<file path="src/design/assert_macros.svh">
// Assertion macros used by the top-level design file.
`ifndef ASSERT_MACROS_SVH
`define ASSERT_MACROS_SVH
`ifndef SYNTHESIS
`define ASSERT_PROP(lbl, clk, rst_n, prop, msg) \
    lbl: assert property (@(posedge clk) disable iff (!rst_n) prop) else $error(msg);
`define ASSERT_IMPL(lbl, clk, rst_n, ante, cons, msg) \
    lbl: assert property (@(posedge clk) disable iff (!rst_n) (ante) |-> (cons)) \
        else $error(msg);
`else
`define ASSERT_PROP(lbl, clk, rst_n, prop, msg)
`define ASSERT_IMPL(lbl, clk, rst_n, ante, cons, msg)
`endif
`endif

</file>
<file path="src/design/tlik_pkg.sv">
// Types, constants and the arctangent table of the leg inverse kinematics unit.
package tlik_pkg;

    localparam int SQRT_STEPS = 28;
    localparam int TABLE_LEN  = 24;
    localparam logic [22:0] DEG90_FINE = 23'd5898240;

    typedef struct packed {
        logic [31:0] rem;
        logic [27:0] root;
        logic [23:0] rad;
    } t_sq_lane;

    typedef struct packed {
        logic signed [31:0] vx;
        logic signed [31:0] vy;
        logic signed [24:0] z;
    } t_vec;

    typedef struct packed {
        logic origin;
        logic far;
        logic unreach;
        logic x_zero;
        logic y_zero;
    } t_flags;

    function automatic logic [21:0] f_atan(input int idx);
        logic [21:0] v;
        unique case (idx)
            0:  v = 22'd2949120;
            1:  v = 22'd1740967;
            2:  v = 22'd919879;
            3:  v = 22'd466945;
            4:  v = 22'd234379;
            5:  v = 22'd117304;
            6:  v = 22'd58666;
            7:  v = 22'd29335;
            8:  v = 22'd14668;
            9:  v = 22'd7334;
            10: v = 22'd3667;
            11: v = 22'd1833;
            12: v = 22'd917;
            13: v = 22'd458;
            14: v = 22'd229;
            15: v = 22'd115;
            16: v = 22'd57;
            17: v = 22'd29;
            18: v = 22'd14;
            19: v = 22'd7;
            20: v = 22'd4;
            21: v = 22'd2;
            22: v = 22'd1;
            default: v = 22'd0;
        endcase
        return v;
    endfunction

endpackage

</file>
<file path="src/design/tlik_sqrt_cell.sv">
// One digit cell of the pipelined square root, two lanes, carrying the target along.
module tlik_sqrt_cell (
    input  logic              i_clk,
    input  logic              i_rst_n,
    input  logic              i_en,
    input  logic              i_valid,
    input  tlik_pkg::t_sq_lane i_r,
    input  tlik_pkg::t_sq_lane i_h,
    input  logic [10:0]       i_x,
    input  logic [10:0]       i_y,
    input  tlik_pkg::t_flags  i_flags,
    output logic              o_valid,
    output tlik_pkg::t_sq_lane o_r,
    output tlik_pkg::t_sq_lane o_h,
    output logic [10:0]       o_x,
    output logic [10:0]       o_y,
    output tlik_pkg::t_flags  o_flags
);

    tlik_pkg::t_sq_lane n_r;
    tlik_pkg::t_sq_lane n_h;
    logic               r_valid;
    tlik_pkg::t_sq_lane r_r;
    tlik_pkg::t_sq_lane r_h;
    logic [10:0]        r_x;
    logic [10:0]        r_y;
    tlik_pkg::t_flags   r_flags;

    function automatic tlik_pkg::t_sq_lane f_step(input tlik_pkg::t_sq_lane a);
        tlik_pkg::t_sq_lane b;
        logic [31:0] rem_s;
        logic [31:0] trial;
        logic        ge;
        rem_s  = {a.rem[29:0], a.rad[23:22]};
        trial  = {2'b00, a.root, 2'b01};
        ge     = (rem_s >= trial);
        b.rem  = ge ? (rem_s - trial) : rem_s;
        b.root = {a.root[26:0], ge};
        b.rad  = {a.rad[21:0], 2'b00};
        return b;
    endfunction

    always_comb begin
        n_r = f_step(i_r);
        n_h = f_step(i_h);
    end

    always_ff @(posedge i_clk) begin
        if (!i_rst_n) begin
            r_valid <= 1'b0;
        end else if (i_en) begin
            r_valid <= i_valid;
        end
    end

    always_ff @(posedge i_clk) begin
        if (i_en) begin
            r_r     <= n_r;
            r_h     <= n_h;
            r_x     <= i_x;
            r_y     <= i_y;
            r_flags <= i_flags;
        end
    end

    assign o_valid = r_valid;
    assign o_r     = r_r;
    assign o_h     = r_h;
    assign o_x     = r_x;
    assign o_y     = r_y;
    assign o_flags = r_flags;

endmodule

</file>
<file path="config.mk">
export PLATFORM = sky130hd
export DESIGN_NAME = tlik_sqrt_cell
export DESIGN_NICKNAME = d
export VERILOG_FILES = /design/src/design/assert_macros.svh /design/src/design/tlik_pkg.sv /design/src/design/tlik_sqrt_cell.sv
export SDC_FILE = /design/constraint.sdc
export NUM_CORES = 1
export LEC_CHECK = 0
export ABC_AREA = 0
export BUFFER_PORTS_ARGS = -buffer_cell sky130_fd_sc_hd__buf_4
export CORE_UTILIZATION = 39
export CTS_BUF_LIST = sky130_fd_sc_hd__clkbuf_4 sky130_fd_sc_hd__clkbuf_8
export DETAILED_ROUTE_END_ITERATION = 6
export HOLD_SLACK_MARGIN = 0.06
export PLACE_DENSITY = 0.78
export SKIP_LAST_GASP = 1
export SYNTH_ARGS = -nofsm -noshare
export SYNTH_HDL_FRONTEND = slang
export SYNTH_SLANG_ARGS = --single-unit
</file>
<file path="constraint.sdc">
create_clock -name i_clk -period 3.84 [get_ports i_clk]
set_input_delay 0.576 -clock i_clk [delete_from_list [all_inputs] [get_ports i_clk]]
set_output_delay 0.576 -clock i_clk [all_outputs]
set_load 0.05 [all_outputs]
</file>
== Yosys cells after proc, flatten, opt, wreduce, memory -nomap -nowiden ==
Cells that the tools add are included.
Cells by class
  add/subtract/negate cells: 2
  order comparisons: 2
  mux-type cells: 2
Operator list (count)
  $ge 32x30->1: 2
  $mux 32: 2
  $sub 32x30->32: 2
Storage, ports and cells
  register bits: 192
  bits of input ports: 199
  word-level logic and storage cells: 20

== Depth between registers and ports, before layout ==
  depth after elaboration: 2
  mapped depth: 12
  gate-level depth less buffers: 11

== Worst setup path before layout ==
Ideal clock, no wire load.
  path type: input to register
  from: in i_h[35] (netlist name)
  to: reg r_h (netlist bit o_h[66]) (data pin)
  setup time: 0.260 ns
  arrival time: 2.798 ns
  required time: 3.580 ns
  path slack: 0.782 ns
  cell stages on the path: 11
  path buffers: 2
  path through: inv_1 ha_1 clkbuf_1 nand4_2 a2111oi_4 nor4_1 o21a_1 o31a_4 inv_4 buf_8 mux2_2
RTL lines
  start: declaration: line tlik_sqrt_cell.sv:8  | input tlik_pkg::t_sq_lane i_h,
  end signal: assignment: line tlik_sqrt_cell.sv:59  | r_h <= n_h;
  end: declaration: line tlik_sqrt_cell.sv:24  | tlik_pkg::t_sq_lane r_h;

==> run_results.csv <==
group,metric,value,unit
placed_design,dp_slack,0.252,ns
synth,ys_ff_latch,192,
sta,drv_slew,0,
drt,wl_per_cell,17.8,um
synth,avgSynthCellArea,12.0,um2
power_and_ir_drop,p_leak,6.05,nW
synth,async_flop_share,0,
grt,grt_overflow,0,
floorplan,die_area,26000,um2
worst_setup_path,cp_cell_sequence,"buf_4 -> inv_1 -> ha_1 -> and3_1 -> nand4_2 -> a2111oi_4 -> nor4_1 -> o21a_1 -> o31a_4 -> inv_4 -> mux2_2",
synth,synth_edf_count,191,
synth,yosysSeqAreaShare,0.582,
drt,vias,7924,
sta,whs,0.269,ns
power_and_ir_drop,seqPwrFrac,0.429,
worst_setup_path,crit_slowest_cell,"a2111oi_4",
floorplan,die_h,161,um
power_and_ir_drop,combPwrFrac,0.343,
sta,period_needed,3.12,ns
sta,min_period_over_period,0.812,
power_and_ir_drop,pwr-share-clk,0.228,
finish,drive_above_1_share,0.374,
synth,ys_types,68,
drt,drt-pass1-iter-count,5,
finish,fill_cells,2105,
floorplan,initial_core_util,0.402,
finish,final_cells,1559,
grt,grt_max_degree,105,
worst_setup_path,crit_type,"primary input to flip-flop",
clock_tree,clkSinkCount,192,
floorplan,ios,395,
clock_tree,cts_buffers,17,
finish,layout_commonest_cell,"buf_4",
clock_tree,cts_tree,"built",
clock_tree,cts.clk_slew.worst_paths,0.13,ns
power_and_ir_drop,p_sw,2.35,mW
power_and_ir_drop,p_int,3.82,mW
placed_design,gp_congestion,0.882,
drt,highest_layer,"met4",
status,status,"finished clean",
sta,maxSlewHeadroom,0.411,
synth,synthesis.area,9880,um2
worst_setup_path,max_stage_delay,0.41,ns
floorplan,core_area,24600,um2
sta,setup_slack,0.723,ns
drt,wl_met3,2.05,mm
power_and_ir_drop,power_density,452,nW/um2
placed_design,dp.cells,1527,
sta,worst_slew_pin_slew,0.884,ns
finish,diodes,0,
drt,remaining_drc_errors,0,
worst_setup_path,path_max_fanout,42,
drt,wl_met1,10.6,mm
clock_tree,holdBufCountCts,0,
power_and_ir_drop,p_total,6.17,mW
grt,grt_antenna_before_repair,0,
sta,skew,0,ns
sta,finalSetupTns,0,ns
placed_design,portBuffers,386,
worst_setup_path,crit_path_start_kind,"primary input",
drt,viasPerCell,5.08,
grt,grt_pass1_wl,42.4,mm
grt,grt_util_all_layers,0.211,
finish,final_cell_mix,"buf_4, edfxtp_1, a21oi_1",
drt,wl,27.8,mm
sta,rsz0062_at_grt,"false",
drt,route.met2.wl,14.8,mm
power_and_ir_drop,swShare,0.381,
finish,seqCellArea,5760,um2
sta,fmax,321,MHz
power_and_ir_drop,peakVddDrop,0.229,mV
clock_tree,postCtsSetupBuffers,0,
sta,hold_viol,0,
finish,area_growth,38.1,%
synth,synth_cells,823,
worst_setup_path,cp.arrival,3.33,ns
clock_tree,cts_max_level,4,
synth,ys_warn_count,0,
worst_setup_path,worstSetupEndpointType,"flip-flop",
hold_path,hp-class,"primary input to flip-flop",
finish,multi_input_area,3720,um2
worst_setup_path,cp_data_required_time,4.06,ns
finish,final_nets,1481,
synth,synth_flop_cell,"edfxtp_1",
clock_tree,cts_root_buf,"clkbuf_8",
drt,drt_iter0_drc,467,
clock_tree,cts_resized,0,
drt,ant_nets,0,
floorplan,rows,57,
placed_design,detailed_place_hpwl,22.1,mm
clock_tree,clock_latency,0.45,ns
clock_tree,cts_buffer_depth,2,
grt,grt_pass1_vias,7921,
job,maxCapViolCount,0,
sta,setup_viol,0,
floorplan,fp.dieW,161,um
-- worst paths after layout --
check,start,endpoint,slack (ns),depth (start not counted)
setup reg to reg,o_valid,o_valid,3.24,2
hold reg to reg,o_valid,o_valid,0.54,2
hold / removal,i_h[8],o_h[10],0.27,1
setup / recovery,i_h[31],o_h[69],0.72,11
-- cell type report --
class,count,area share
Sequential cell,192,0.422
Tap cell,324,0.0297
Clock inverter,15,0.0151
Multi-Input combinational cell,533,0.273
Inverter,77,0.0214
Clock buffer,17,0.0171
Timing Repair Buffer,401,0.222
-- cell families (layout without fill, tap and decap cells) --
logic type | after synthesis | after routing | share of synthesized area
AOI/OAI and AO/OA | 220 | 220 | 0.144
DFF | 192 | 192 | 0.582
and+or+nand+nor | 176 | 176 | 0.0850
buffers and inverters | 101 | 510 | 0.0428
adders and majority gates | 60 | 60 | 0.0760
xor gates and xnor gates | 54 | 54 | 0.0479
muxes | 19 | 19 | 0.0214
other | 1 | 4 | 0.000380
-- registers in the layout (all words and copies together) (netlist names) --
register / count
o_r: 82
o_x: 11
o_y: 11
o_valid: 1
o_h: 82
o_flags: 5
-- critical path, delay by kind of cell --
family / cells / cell delay, ns
compound gates: 3 / 0.98
simple gates: 3 / 0.51
buf+inv: 3 / 0.48
mux: 1 / 0.40
fa+ha+maj: 1 / 0.38
-- cells in the mapped netlist (3+ instances only) --
cell type,instances,area [um2]
edfxtp_1,191,5740
a21oi_1,89,445
inv_1,76,285
ha_1,60,751
nor2_1,60,225
nand2_1,40,150
o21ai_0,33,165
xnor2_1,30,263
a21o_1,24,180
xor2_1,24,210
mux2_2,17,191
nand3_1,14,70.1
clkbuf_1,12,45.0
and3_1,10,62.6
nand2b_1,10,62.6
nand4_1,10,62.6
o21a_1,10,75.1
a31oi_1,8,50.1
nor2b_1,8,50.1
nor3_1,8,40.0
buf_4,7,52.6
a211oi_1,6,45.0
o21bai_1,6,45.0
a21boi_0,4,30.0
nor4_1,4,25.0
o211ai_1,4,30.0
a2111oi_0,3,26.3
buf_2,3,15.0
o22ai_1,3,18.8
o31a_1,3,26.3
-- power by group through the flow --
stage | logic [mW] | registers, mW | clock network (mW)
after floorplan | 0.601 | 3.47 | 0
after global placement | 2.09 | 2.69 | 0
after detailed placement | 2.11 | 2.69 | 0
after CTS | 2.12 | 2.65 | 1.45
after global routing | 2.23 | 2.67 | 1.53
final | 2.11 | 2.65 | 1.41
-- through the flow --
step,cell area (um2),utilization
2_1_floorplan,9890,-
3_3_place_gp,13200,0.537
3_5_place_dp,13200,0.537
4_1_cts,13600,0.554
5_1_grt,13600,0.554
6_report,13600,0.554
-- layer usage --
metal / track usage / vias to the layer above
met3: 0.0591 / 27
met2: 0.387 / 294
met5: 0 / -
met4: 0.0493 / 0
met1: 0.243 / 3770
li1: - / 3833
(Power assumes the default switching activity.)
