--- src/design/assert_macros.svh ---
// Assertion macros used by the top-level design file.
`ifndef ASSERT_MACROS_SVH
`define ASSERT_MACROS_SVH
`ifndef SYNTHESIS
`define ASSERT_PROP(lbl, clk, rst_n, prop, msg) \
    lbl: assert property (@(posedge clk) disable iff (!rst_n) prop) else $error(msg);
`define ASSERT_IMPL(lbl, clk, rst_n, ante, cons, msg) \
    lbl: assert property (@(posedge clk) disable iff (!rst_n) (ante) |-> (cons)) \
        else $error(msg);
`else
`define ASSERT_PROP(lbl, clk, rst_n, prop, msg)
`define ASSERT_IMPL(lbl, clk, rst_n, ante, cons, msg)
`endif
`endif

--- src/design/tlik_pkg.sv ---
// Types, constants and the arctangent table of the leg inverse kinematics unit.
package tlik_pkg;

    localparam int SQRT_STEPS = 28;
    localparam int TABLE_LEN  = 24;
    localparam logic [22:0] DEG90_FINE = 23'd5898240;

    typedef struct packed {
        logic [31:0] rem;
        logic [27:0] root;
        logic [23:0] rad;
    } t_sq_lane;

    typedef struct packed {
        logic signed [31:0] vx;
        logic signed [31:0] vy;
        logic signed [24:0] z;
    } t_vec;

    typedef struct packed {
        logic origin;
        logic far;
        logic unreach;
        logic x_zero;
        logic y_zero;
    } t_flags;

    function automatic logic [21:0] f_atan(input int idx);
        logic [21:0] v;
        unique case (idx)
            0:  v = 22'd2949120;
            1:  v = 22'd1740967;
            2:  v = 22'd919879;
            3:  v = 22'd466945;
            4:  v = 22'd234379;
            5:  v = 22'd117304;
            6:  v = 22'd58666;
            7:  v = 22'd29335;
            8:  v = 22'd14668;
            9:  v = 22'd7334;
            10: v = 22'd3667;
            11: v = 22'd1833;
            12: v = 22'd917;
            13: v = 22'd458;
            14: v = 22'd229;
            15: v = 22'd115;
            16: v = 22'd57;
            17: v = 22'd29;
            18: v = 22'd14;
            19: v = 22'd7;
            20: v = 22'd4;
            21: v = 22'd2;
            22: v = 22'd1;
            default: v = 22'd0;
        endcase
        return v;
    endfunction

endpackage

--- src/design/tlik_cordic_cell.sv ---
// One vectoring CORDIC iteration for the foot direction and the half knee angle.
module tlik_cordic_cell #(
    parameter int STAGE = 0
) (
    input  logic             i_clk,
    input  logic             i_rst_n,
    input  logic             i_en,
    input  logic             i_valid,
    input  tlik_pkg::t_vec   i_phi,
    input  tlik_pkg::t_vec   i_half,
    input  tlik_pkg::t_flags i_flags,
    output logic             o_valid,
    output tlik_pkg::t_vec   o_phi,
    output tlik_pkg::t_vec   o_half,
    output tlik_pkg::t_flags o_flags
);

    localparam logic signed [24:0] ATAN = 25'(tlik_pkg::f_atan(STAGE));

    tlik_pkg::t_vec   n_phi;
    tlik_pkg::t_vec   n_half;
    logic             r_valid;
    tlik_pkg::t_vec   r_phi;
    tlik_pkg::t_vec   r_half;
    tlik_pkg::t_flags r_flags;

    function automatic tlik_pkg::t_vec f_rot(input tlik_pkg::t_vec a);
        tlik_pkg::t_vec     b;
        logic signed [31:0] tx;
        logic signed [31:0] ty;
        tx = $signed(a.vx) >>> STAGE;
        ty = $signed(a.vy) >>> STAGE;
        if (a.vy >= 0) begin
            b.vx = a.vx + ty;
            b.vy = a.vy - tx;
            b.z  = a.z + ATAN;
        end else begin
            b.vx = a.vx - ty;
            b.vy = a.vy + tx;
            b.z  = a.z - ATAN;
        end
        return b;
    endfunction

    always_comb begin
        n_phi  = f_rot(i_phi);
        n_half = f_rot(i_half);
    end

    always_ff @(posedge i_clk) begin
        if (!i_rst_n) begin
            r_valid <= 1'b0;
        end else if (i_en) begin
            r_valid <= i_valid;
        end
    end

    always_ff @(posedge i_clk) begin
        if (i_en) begin
            r_phi   <= n_phi;
            r_half  <= n_half;
            r_flags <= i_flags;
        end
    end

    assign o_valid = r_valid;
    assign o_phi   = r_phi;
    assign o_half  = r_half;
    assign o_flags = r_flags;

endmodule

--- config.mk ---
export PLATFORM = sky130hd
export DESIGN_NAME = tlik_cordic_cell
export DESIGN_NICKNAME = d
export VERILOG_FILES = /design/src/design/assert_macros.svh /design/src/design/tlik_pkg.sv /design/src/design/tlik_cordic_cell.sv
export SDC_FILE = /design/constraint.sdc
export NUM_CORES = 1
export LEC_CHECK = 0
export ABC_AREA = 1
export BUFFER_PORTS_ARGS = -buffer_cell sky130_fd_sc_hd__buf_4
export CAP_MARGIN = 10
export CORE_MARGIN = 1.5
export CORE_UTILIZATION = 52
export CTS_CLUSTER_SIZE = 10
export DETAILED_ROUTE_END_ITERATION = 7
export GPL_TIMING_DRIVEN = 0
export PLACE_DENSITY = 0.75
export SETUP_SLACK_MARGIN = 0.5
export SLEW_MARGIN = 10
export SYNTH_ARGS = -nofsm -noshare
export SYNTH_HDL_FRONTEND = slang
export SYNTH_SLANG_ARGS = --single-unit
--- constraint.sdc ---
create_clock -name i_clk -period 6 [get_ports i_clk]
set_clock_uncertainty 0.1 [all_clocks]
set_input_delay 1.2 -clock i_clk [delete_from_list [all_inputs] [get_ports i_clk]]
set_output_delay 1.2 -clock i_clk [all_outputs]
set_load 0.05 [all_outputs]
# Word-level counts from Yosys, hierarchy flattened
# Cells that the tools add are included.
# totals
output_inout_bits	184
regBits	184
elab_cells	26
in_bits	187
# op_classes
muxes	2
magnitude_cmp	2
n_addsub	10
# ops
op	count
$mux W89	2
$sub A32 B32 Y32	4
$add A32 B32 Y32	2
$ge A32 B1 Y1 const B	2
$add A25 B23 Y25 const B	2
$sub A25 B23 Y25 const B	2

# Logic depth before layout (Yosys ltp)
# Gate-level depths: netlist of run 1.
# logic_depth
ltp_word	2
mapped_depth	16
mapped_depth_nobuf	15

# Worst setup path after synthesis of run 1
# OpenSTA, ideal clock, no wires.
# synth_path
path_kind	input to register
from	in i_phi[56] (netlist name)
to	reg r_phi (netlist bit o_phi[24]) (data pin)
arrival_ns	2.731
required_time_ns	5.648
setup_ns	0.252
path_buffers	2
stages	12
slack_ns	2.917
path_cell_list	inv_2 clkbuf_1 buf_2 ha_1 inv_1 o21ai_0 a21oi_1 o21bai_1 nand3_1 nand2_1 nand2_1 nand2_1
# synth_rtl
item	line	rtl
start, declared	tlik_cordic_cell.sv:9	input tlik_pkg::t_vec i_phi,
end signal, assigned	tlik_cordic_cell.sv:60	r_phi <= n_phi;
end, declared	tlik_cordic_cell.sv:23	tlik_pkg::t_vec r_phi;

==> results of run 1 <==
==> final cells by class <==
type	count	area, µm²
Sequential cell	182	5460
Timing Repair Buffer	371	2810
Antenna cell	2	5.00
Inverter	607	2280
Multi-Input combinational cell	2390	12400
Clock inverter	13	163
Fill cell	3529	14200
Clock buffer	19	433
Buffer	86	532
Tap cell	518	648
==> path summary, 6_finish.rpt <==
kind	to	slack [ps]	cells after the start
setup / recovery	o_phi[24]	2380	13
hold / removal	o_valid	460	2
setup reg to reg	o_valid	5240	2
hold reg to reg	o_valid	460	2
==> worst max-delay path, stage by stage <==
cell and delay, ps:
sky130_fd_sc_hd__buf_4 140, sky130_fd_sc_hd__inv_2 120, sky130_fd_sc_hd__clkbuf_1 670, sky130_fd_sc_hd__buf_2 470
sky130_fd_sc_hd__ha_1 350, sky130_fd_sc_hd__inv_1 80, sky130_fd_sc_hd__o21ai_0 90, sky130_fd_sc_hd__a21oi_1 230
sky130_fd_sc_hd__o21bai_1 130, sky130_fd_sc_hd__nand3_1 100, sky130_fd_sc_hd__nand2_1 50, sky130_fd_sc_hd__nand2_1 60
sky130_fd_sc_hd__nand2_1 50
==> metrics by stage <==
step | total power, W | hold slack, ps | utilization (%) | instance area, µm²
floorplan | 0.00341 | 653 | - | 20700
CTS | 0.00548 | 457 | 63.6 | 24700
finish | 0.00554 | 462 | 63.6 | 24700
global route | 0.00578 | 497 | 63.6 | 24700
global placement | 0.00425 | 424 | 61.9 | 24100
detailed placement | 0.00431 | 438 | 62.0 | 24100
==> placed cells by master, fill, tap and decap left out, types with 15 or more instances in the layout <==
| cell type | n |
|---|---|
| sky130_fd_sc_hd__a21oi_1 | 173 |
| sky130_fd_sc_hd__and2_1 | 15 |
| sky130_fd_sc_hd__buf_2 | 31 |
| sky130_fd_sc_hd__buf_4 | 398 |
| sky130_fd_sc_hd__clkbuf_1 | 16 |
| sky130_fd_sc_hd__clkbuf_16 | 17 |
| sky130_fd_sc_hd__edfxtp_1 | 181 |
| sky130_fd_sc_hd__ha_1 | 192 |
| sky130_fd_sc_hd__inv_1 | 597 |
| sky130_fd_sc_hd__nand2_1 | 1092 |
| sky130_fd_sc_hd__nand3_1 | 303 |
| sky130_fd_sc_hd__nand4_1 | 34 |
| sky130_fd_sc_hd__nor2_1 | 242 |
| sky130_fd_sc_hd__nor2_2 | 17 |
| sky130_fd_sc_hd__o21ai_0 | 132 |
| sky130_fd_sc_hd__o21bai_1 | 31 |
| sky130_fd_sc_hd__xor2_1 | 61 |
==> power breakdown <==
group          switching [W]  internal, W  total [W]
Combinational        0.00189     0.000780    0.00267
Clock               0.000571     0.000627    0.00120
Sequential         0.0000540      0.00161    0.00167
==> registers in the layout (all words and copies together) (netlist names) <==
signal   cells
o_flags      5
o_half      88
o_phi       88
o_valid      1
==> metal layers <==
metal	wire [µm]	share of wire [%]	track usage, %
met5	0	0	0
met4	5360	6.7	25.4
met3	6280	7.8	6.39
met2	38900	48	67.6
met1	29700	37	43.7
==> cell families after synthesis <==
| kind of cell | synth area share (%) |
|---|---|
| simple gates | 35.2 |
| buf+inv | 13.6 |
| compound gates | 9.60 |
| fa+ha+maj | 12.2 |
| flops | 26.4 |
| xor+xnor | 2.87 |
| mux | 0.194 |
==> impl_results.html, run 1 <==
<table>
<tr><th>Metric</th><th>Value</th></tr>
<tr><th colspan="2">Clocking</th></tr>
<tr><td>Clock sinks</td><td>between 150 and 200</td></tr>
<tr><td>Clock Tree Root</td><td>sky130_fd_sc_hd__clkbuf_16</td></tr>
<tr><td>Post CTS Setup Buffer Count</td><td>0</td></tr>
<tr><td>Clock latency at the later pin of the worst-skew pair</td><td>490 ps</td></tr>
<tr><td>Depth of the CTS H-tree</td><td>4</td></tr>
<tr><td>Buffers from clock root to sink, at most</td><td>2</td></tr>
<tr><td>Number of buffers inserted during clock tree synthesis</td><td>17</td></tr>
<tr><td>Clock transition at path regs</td><td>about 70 ps</td></tr>
<tr><td>Post-CTS Hold Fix Bufs</td><td>0</td></tr>
<tr><td>Clock tree from TritonCTS</td><td>yes</td></tr>
<tr><td>Post-CTS Resized</td><td>0</td></tr>
<tr><th colspan="2">Logic synthesis</th></tr>
<tr><td>Number of flip-flops and latches in the synthesized netlist</td><td>approximately 180</td></tr>
<tr><td>Top-area cell type share of the netlist area</td><td>26.3%</td></tr>
<tr><td>Synth Net Count</td><td>around 3700</td></tr>
<tr><td>Yosys warning count</td><td>0</td></tr>
<tr><td>Netlist area before placement</td><td>20700 µm²</td></tr>
<tr><td>Post-Syn Area per Cell</td><td>between 6 and 7 µm²</td></tr>
<tr><td>Number of distinct library cell variants in the gate-level netlist after synthesis</td><td>42</td></tr>
<tr><td>Most common cell in the netlist</td><td>sky130_fd_sc_hd__nand2_1</td></tr>
<tr><td>Ys async rst share</td><td>0%</td></tr>
<tr><td>Most area-consuming cells after synthesis</td><td>sky130_fd_sc_hd__edfxtp_1 (26%), sky130_fd_sc_hd__nand2_1 (20%), sky130_fd_sc_hd__ha_1 (12%)</td></tr>
<tr><td>Primary flip-flop cell chosen by synthesis mapping</td><td>sky130_fd_sc_hd__edfxtp_1</td></tr>
<tr><td>Post-synthesis cell type with the largest combined area</td><td>sky130_fd_sc_hd__edfxtp_1</td></tr>
<tr><td>Most frequent cells after synthesis</td><td>sky130_fd_sc_hd__nand2_1 (1092), sky130_fd_sc_hd__inv_1 (597), sky130_fd_sc_hd__nand3_1 (303), sky130_fd_sc_hd__nor2_1 (242), sky130_fd_sc_hd__ha_1 (192)</td></tr>
<tr><td>Number of flops mapped to enable cells by yosys</td><td>roughly 180</td></tr>
<tr><td>Register area share after synthesis</td><td>approximately a quarter</td></tr>
<tr><td>Number of instances in the synthesized netlist</td><td>between 3000 and 4000</td></tr>
<tr><th colspan="2">Setup path</th></tr>
<tr><td>FF-to-FF Start</td><td>o_valid</td></tr>
<tr><td>Crit path capture type</td><td>flip-flop</td></tr>
<tr><td>CP Data Arrival Time</td><td>roughly 3800 ps</td></tr>
<tr><td>CP startpoint</td><td>i_phi[56]</td></tr>
<tr><td>Required time worst endpoint</td><td>6150 ps</td></tr>
<tr><td>Maximum net fanout on the critical path</td><td>11</td></tr>
<tr><td>Startpoint Class</td><td>primary input</td></tr>
<tr><td>Type of the worst setup path</td><td>primary input to flip-flop</td></tr>
<tr><th colspan="2">Global routing</th></tr>
<tr><td>Global routing usage summed across all routing layers</td><td>between 30% and 40%</td></tr>
<tr><td>Global-route wire length before repair</td><td>121000 µm</td></tr>
<tr><td>Aggregate global routing overflow</td><td>0</td></tr>
<tr><td>Via count of the first global-routing pass</td><td>approximately 23000</td></tr>
<tr><td>Largest net degree at the start of global routing</td><td>between 90 and 100</td></tr>
<tr><td>Number of antenna violations at the first check in global routing</td><td>1</td></tr>
<tr><th colspan="2">STA</th></tr>
<tr><td>Part of the cycle the worst path needs</td><td>around three fifths</td></tr>
<tr><td>Post-layout worst setup margin</td><td>2380 ps</td></tr>
<tr><td>Setup violations, final</td><td>0</td></tr>
<tr><td>Max-slew violations</td><td>0</td></tr>
<tr><td>Unrepaired setup endpoints after global routing</td><td>false</td></tr>
<tr><td>Highest clock frequency the design can meet</td><td>approximately 0.28 GHz</td></tr>
<tr><td>Headroom to the max-slew limit</td><td>21.2%</td></tr>
<tr><td>Post-route setup TNS</td><td>0 ps</td></tr>
<tr><td>Final number of hold-violating endpoints</td><td>0</td></tr>
<tr><td>Worst slew pin tran</td><td>1180 ps</td></tr>
<tr><td>Final Critical Period</td><td>3620 ps</td></tr>
<tr><th colspan="2">Place</th></tr>
<tr><td>Worst setup timing slack at the placement stage</td><td>1930 ps</td></tr>
<tr><td>Port Buf Inserts</td><td>between 300 and 400</td></tr>
<tr><td>Cell total after placement</td><td>4154</td></tr>
<tr><td>Final weighted congestion of routability-driven global placement</td><td>1.01</td></tr>
<tr><td>Hpwl dp</td><td>66100 µm</td></tr>
<tr><th colspan="2">Routing</th></tr>
<tr><td>Wirelength, routed</td><td>around 80000 µm</td></tr>
<tr><td>DRC marker count from the first detailed-route iteration</td><td>between 2000 and 2500</td></tr>
<tr><td>Total vias in the final route</td><td>23100</td></tr>
<tr><td>WL per Instance</td><td>around 19 µm</td></tr>
<tr><td>First-pass iteration count of the detailed router</td><td>8</td></tr>
<tr><td>Antenna Violating Nets Remaining</td><td>0</td></tr>
<tr><td>Remaining routing DRC violations</td><td>0</td></tr>
<tr><td>Vias per cell</td><td>around 5.5</td></tr>
<tr><th colspan="2">Power</th></tr>
<tr><td>IR Drop Worst-Case VDD</td><td>220 µV</td></tr>
<tr><td>Cell area power density</td><td>224 nW/µm²</td></tr>
<tr><td>Static leakage</td><td>between 10 and 15 nW</td></tr>
<tr><th colspan="2">Final layout</th></tr>
<tr><td>Final net count</td><td>between 4000 and 5000</td></tr>
<tr><td>Post-layout instance count excluding filler cells</td><td>approximately 4200</td></tr>
<tr><td>Synthesis-to-layout area growth</td><td>19.6%</td></tr>
<tr><td>Share of cells above drive strength 1</td><td>14.4%</td></tr>
<tr><th colspan="2">Die</th></tr>
<tr><td>Core Area</td><td>about 39000 µm²</td></tr>
<tr><td>Ports placed on the boundary</td><td>~370</td></tr>
<tr><td>Overall die width</td><td>a little over 200 µm</td></tr>
<tr><td>Area of the die</td><td>about 40000 µm²</td></tr>
<tr><td>Number of placement rows</td><td>72</td></tr>
<tr><td>Chip height</td><td>approximately 200 µm</td></tr>
<tr><td>Effective utilization at floorplan</td><td>53.1%</td></tr>
<tr><th colspan="2">Run</th></tr>
<tr><td>Reported max-cap violation count</td><td>0</td></tr>
<tr><th colspan="2">Hold path</th></tr>
<tr><td>Hold_sp</td><td>o_valid</td></tr>
<tr><td>Worst min path class</td><td>flip-flop to flip-flop</td></tr>
<tr><th colspan="2">Run status</th></tr>
<tr><td>Run status</td><td>complete, no violations</td></tr>
</table>
Note: power is estimated with default switching activity, not from simulation.
==> run 2: changes to the inputs <==
==> constraint.sdc (replaced) <==
create_clock -name i_clk -period 3.6 [get_ports i_clk]
set_clock_uncertainty 0.1 [all_clocks]
set_input_delay 0.72 -clock i_clk [delete_from_list [all_inputs] [get_ports i_clk]]
set_output_delay 0.72 -clock i_clk [all_outputs]
set_load 0.05 [all_outputs]
==> run 2 against run 1 <==
Effect of this change: cell count unchanged; sequential power increased by 66%; final area about the same; flip-flop and latch count unchanged; combinational power rose by 67%; die area stayed put; worst setup slack worse by 1700 ps; utilization barely moved; first-iteration DRC count decreased by 0.58%; via count fell by 0.16%; global-route usage did not move; critical path type unchanged; largest power group unchanged.
==> impl_results.html, run 2 (synthesis gave the netlist of run 1 again) <==
<table>
<tr><th>Metric</th><th>Value</th></tr>
<tr><th colspan="2">Die</th></tr>
<tr><td>Effective utilization at floorplan</td><td>53.1%</td></tr>
<tr><td>Area of the die</td><td>between 40000 and 50000 µm²</td></tr>
<tr><td>Chip height</td><td>202 µm</td></tr>
<tr><td>Ports placed on the boundary</td><td>between 300 and 400</td></tr>
<tr><td>Core Area</td><td>roughly 39000 µm²</td></tr>
<tr><td>Overall die width</td><td>roughly 200 µm</td></tr>
<tr><td>Number of placement rows</td><td>72</td></tr>
<tr><th colspan="2">Final layout</th></tr>
<tr><td>Leading cell type in the layout, fill and taps excluded</td><td>sky130_fd_sc_hd__nand2_1</td></tr>
<tr><td>Synthesis-to-layout area growth</td><td>19.6%</td></tr>
<tr><td>Commonest non-fill, non-tap cells in the layout</td><td>sky130_fd_sc_hd__nand2_1 (1092), sky130_fd_sc_hd__inv_1 (597), sky130_fd_sc_hd__buf_4 (398), sky130_fd_sc_hd__nand3_1 (303), sky130_fd_sc_hd__nor2_1 (242)</td></tr>
<tr><td>Share of cells above drive strength 1</td><td>approximately 14%</td></tr>
<tr><td>Final net count</td><td>just over 4000</td></tr>
<tr><th colspan="2">Global routing</th></tr>
<tr><td>Global routing usage summed across all routing layers</td><td>about two fifths</td></tr>
<tr><td>Via count of the first global-routing pass</td><td>between 20000 and 25000</td></tr>
<tr><td>Global-route wire length before repair</td><td>approximately 120000 µm</td></tr>
<tr><td>Largest net degree at the start of global routing</td><td>98</td></tr>
<tr><td>Aggregate global routing overflow</td><td>0</td></tr>
<tr><td>Number of antenna violations at the first check in global routing</td><td>1</td></tr>
<tr><th colspan="2">Setup path</th></tr>
<tr><td>FF-to-FF Start</td><td>o_valid</td></tr>
<tr><td>Worst path most repeated cell</td><td>sky130_fd_sc_hd__nand2_1</td></tr>
<tr><td>Startpoint Class</td><td>primary input</td></tr>
<tr><td>Slowest stage cell, crit path</td><td>sky130_fd_sc_hd__clkbuf_1</td></tr>
<tr><td>Type of the worst setup path</td><td>primary input to flip-flop</td></tr>
<tr><td>Number of cell instances on the worst register-to-register path</td><td>2</td></tr>
<tr><td>Cell-by-cell trace of the critical path</td><td>buf_4, inv_2, clkbuf_1, buf_2, ha_1, inv_1, o21ai_0, nand2_1, nand2_1, a31oi_1, xor2_1</td></tr>
<tr><td>CP Data Arrival Time</td><td>around 3000 ps</td></tr>
<tr><td>Required time worst endpoint</td><td>about 3700 ps</td></tr>
<tr><td>CP startpoint</td><td>i_half[56]</td></tr>
<tr><td>Stage delay of the slowest cell on the critical path</td><td>~540 ps</td></tr>
<tr><td>Maximum net fanout on the critical path</td><td>11</td></tr>
<tr><td>Crit path capture type</td><td>flip-flop</td></tr>
<tr><th colspan="2">Clocking</th></tr>
<tr><td>Post CTS Setup Buffer Count</td><td>0</td></tr>
<tr><td>Clock sinks</td><td>around 180</td></tr>
<tr><td>Number of buffers inserted during clock tree synthesis</td><td>17</td></tr>
<tr><td>Post-CTS Resized</td><td>0</td></tr>
<tr><td>Clock Tree Root</td><td>sky130_fd_sc_hd__clkbuf_16</td></tr>
<tr><td>Buffers from clock root to sink, at most</td><td>2</td></tr>
<tr><td>Post-CTS Hold Fix Bufs</td><td>0</td></tr>
<tr><td>Clock tree from TritonCTS</td><td>yes</td></tr>
<tr><td>Clock transition at path regs</td><td>roughly 80 ps</td></tr>
<tr><td>Clock latency at the later pin of the worst-skew pair</td><td>between 400 and 500 ps</td></tr>
<tr><td>Depth of the CTS H-tree</td><td>4</td></tr>
<tr><th colspan="2">STA</th></tr>
<tr><td>Unrepaired setup endpoints after global routing</td><td>false</td></tr>
<tr><td>Highest clock frequency the design can meet</td><td>0.347 GHz</td></tr>
<tr><td>Headroom to the max-slew limit</td><td>21.7%</td></tr>
<tr><td>Final hold slack</td><td>roughly 300 ps</td></tr>
<tr><td>Setup violations, final</td><td>0</td></tr>
<tr><td>Post-route setup TNS</td><td>0 ps</td></tr>
<tr><td>Worst slew pin tran</td><td>1170 ps</td></tr>
<tr><td>Max-slew violations</td><td>0</td></tr>
<tr><td>Final number of hold-violating endpoints</td><td>0</td></tr>
<tr><td>Final Critical Period</td><td>between 2000 and 3000 ps</td></tr>
<tr><td>Part of the cycle the worst path needs</td><td>between 70 and 80%</td></tr>
<tr><th colspan="2">Routing</th></tr>
<tr><td>Antenna Violating Nets Remaining</td><td>0</td></tr>
<tr><td>Remaining routing DRC violations</td><td>0</td></tr>
<tr><td>Wirelength, routed</td><td>about 80000 µm</td></tr>
<tr><td>WL per Instance</td><td>approximately 19 µm</td></tr>
<tr><td>DRC marker count from the first detailed-route iteration</td><td>between 2000 and 2500</td></tr>
<tr><td>Vias per cell</td><td>around 5.5</td></tr>
<tr><td>Total vias in the final route</td><td>about 23000</td></tr>
<tr><td>First-pass iteration count of the detailed router</td><td>8</td></tr>
<tr><th colspan="2">Run status</th></tr>
<tr><td>Run status</td><td>complete, no violations</td></tr>
<tr><th colspan="2">Power</th></tr>
<tr><td>Fraction of power consumed by combinational cells</td><td>48.3%</td></tr>
<tr><td>Cell area power density</td><td>373 nW/µm²</td></tr>
<tr><td>Design internal power</td><td>~0.005 W</td></tr>
<tr><td>Clock network fraction of total power</td><td>approximately 22%</td></tr>
<tr><td>Static leakage</td><td>between 10 and 15 nW</td></tr>
<tr><td>Switching part of the total</td><td>between 40% and 50%</td></tr>
<tr><td>IR Drop Worst-Case VDD</td><td>approximately 360 µV</td></tr>
<tr><td>Fraction of power consumed by sequential logic</td><td>a little under a third</td></tr>
<tr><td>Switch Pwr</td><td>~0.0042 W</td></tr>
<tr><th colspan="2">Hold path</th></tr>
<tr><td>Hold-critical path depth</td><td>1</td></tr>
<tr><td>Hold_sp</td><td>i_phi[1]</td></tr>
<tr><td>Worst min path class</td><td>primary input to flip-flop</td></tr>
<tr><th colspan="2">Run</th></tr>
<tr><td>Reported max-cap violation count</td><td>0</td></tr>
<tr><th colspan="2">Place</th></tr>
<tr><td>Hpwl dp</td><td>between 60000 and 70000 µm</td></tr>
<tr><td>Final weighted congestion of routability-driven global placement</td><td>between 1 and 1.5</td></tr>
<tr><td>Port Buf Inserts</td><td>between 300 and 400</td></tr>
</table>
-- run 2: changes by cell type in the layout (fill, tap and decap cells not counted) --
cell                       before  now
sky130_fd_sc_hd__clkbuf_2       1    2
sky130_fd_sc_hd__clkbuf_1      16   15
-- run 2: worst paths after layout --
check | slack [ps] | endpoint
max | 720 | o_half[24]
min | 300 | o_phi[1]
max reg2reg | 2840 | o_valid
min reg2reg | 460 | o_valid
-- run 2: power groups by stage --
stage | logic, W | clock network, W | registers [W]
4_1_cts | 0.00437 | 0.00199 | 0.00278
3_5_place_dp | 0.00435 | 0 | 0.00283
5_1_grt | 0.00476 | 0.00206 | 0.00280
3_3_place_gp | 0.00427 | 0 | 0.00282
6_report | 0.00446 | 0.00200 | 0.00278
2_1_floorplan | 0.00190 | 0 | 0.00378
-- run 2: cell type report --
type / instances / area, µm²
timing repair buffer: 371 / 2810
buffer: 86 / 533
fill: 3528 / 14200
clock inverter: 13 / 163
tap: 518 / 648
inverter: 607 / 2280
antenna: 2 / 5.00
clock buffer: 19 / 433
sequential: 182 / 5460
multi-input combinational: 2390 / 12400
-- run 2: per-layer routing --
| layer | part of all wire, % | GRT usage [%] | up-vias |
|---|---|---|---|
| met4 | 6.7 | 25.4 | 0 |
| met2 | 48 | 67.6 | 1226 |
| met5 | 0 | 0 | - |
| met1 | 37 | 43.7 | 10600 |
| met3 | 8.1 | 6.39 | 297 |
| li1 | - | - | 11000 |
-- run 2: stage by stage --
stage          cells  worst slack (ps)  utilization, %  instance area, µm²  total power, W
2_1_floorplan   3265               997               -               20700         0.00568
3_3_place_gp    4153               109            61.9               24100         0.00709
3_5_place_dp    4154              11.7            62.0               24100         0.00718
4_1_cts         4186               521            63.6               24700         0.00914
5_1_grt         4186               618            63.6               24700         0.00963
6_report        4188               722            63.6               24700         0.00923
-- run 2: critical path: cells and delay by family --
family,cells,cell delay (ps)
xor gates and xnor gates,1,110
and+or+nand+nor,2,130
buffers and inverters,5,1350
AOI/OAI and AO/OA,2,320
adders and majority gates,1,370
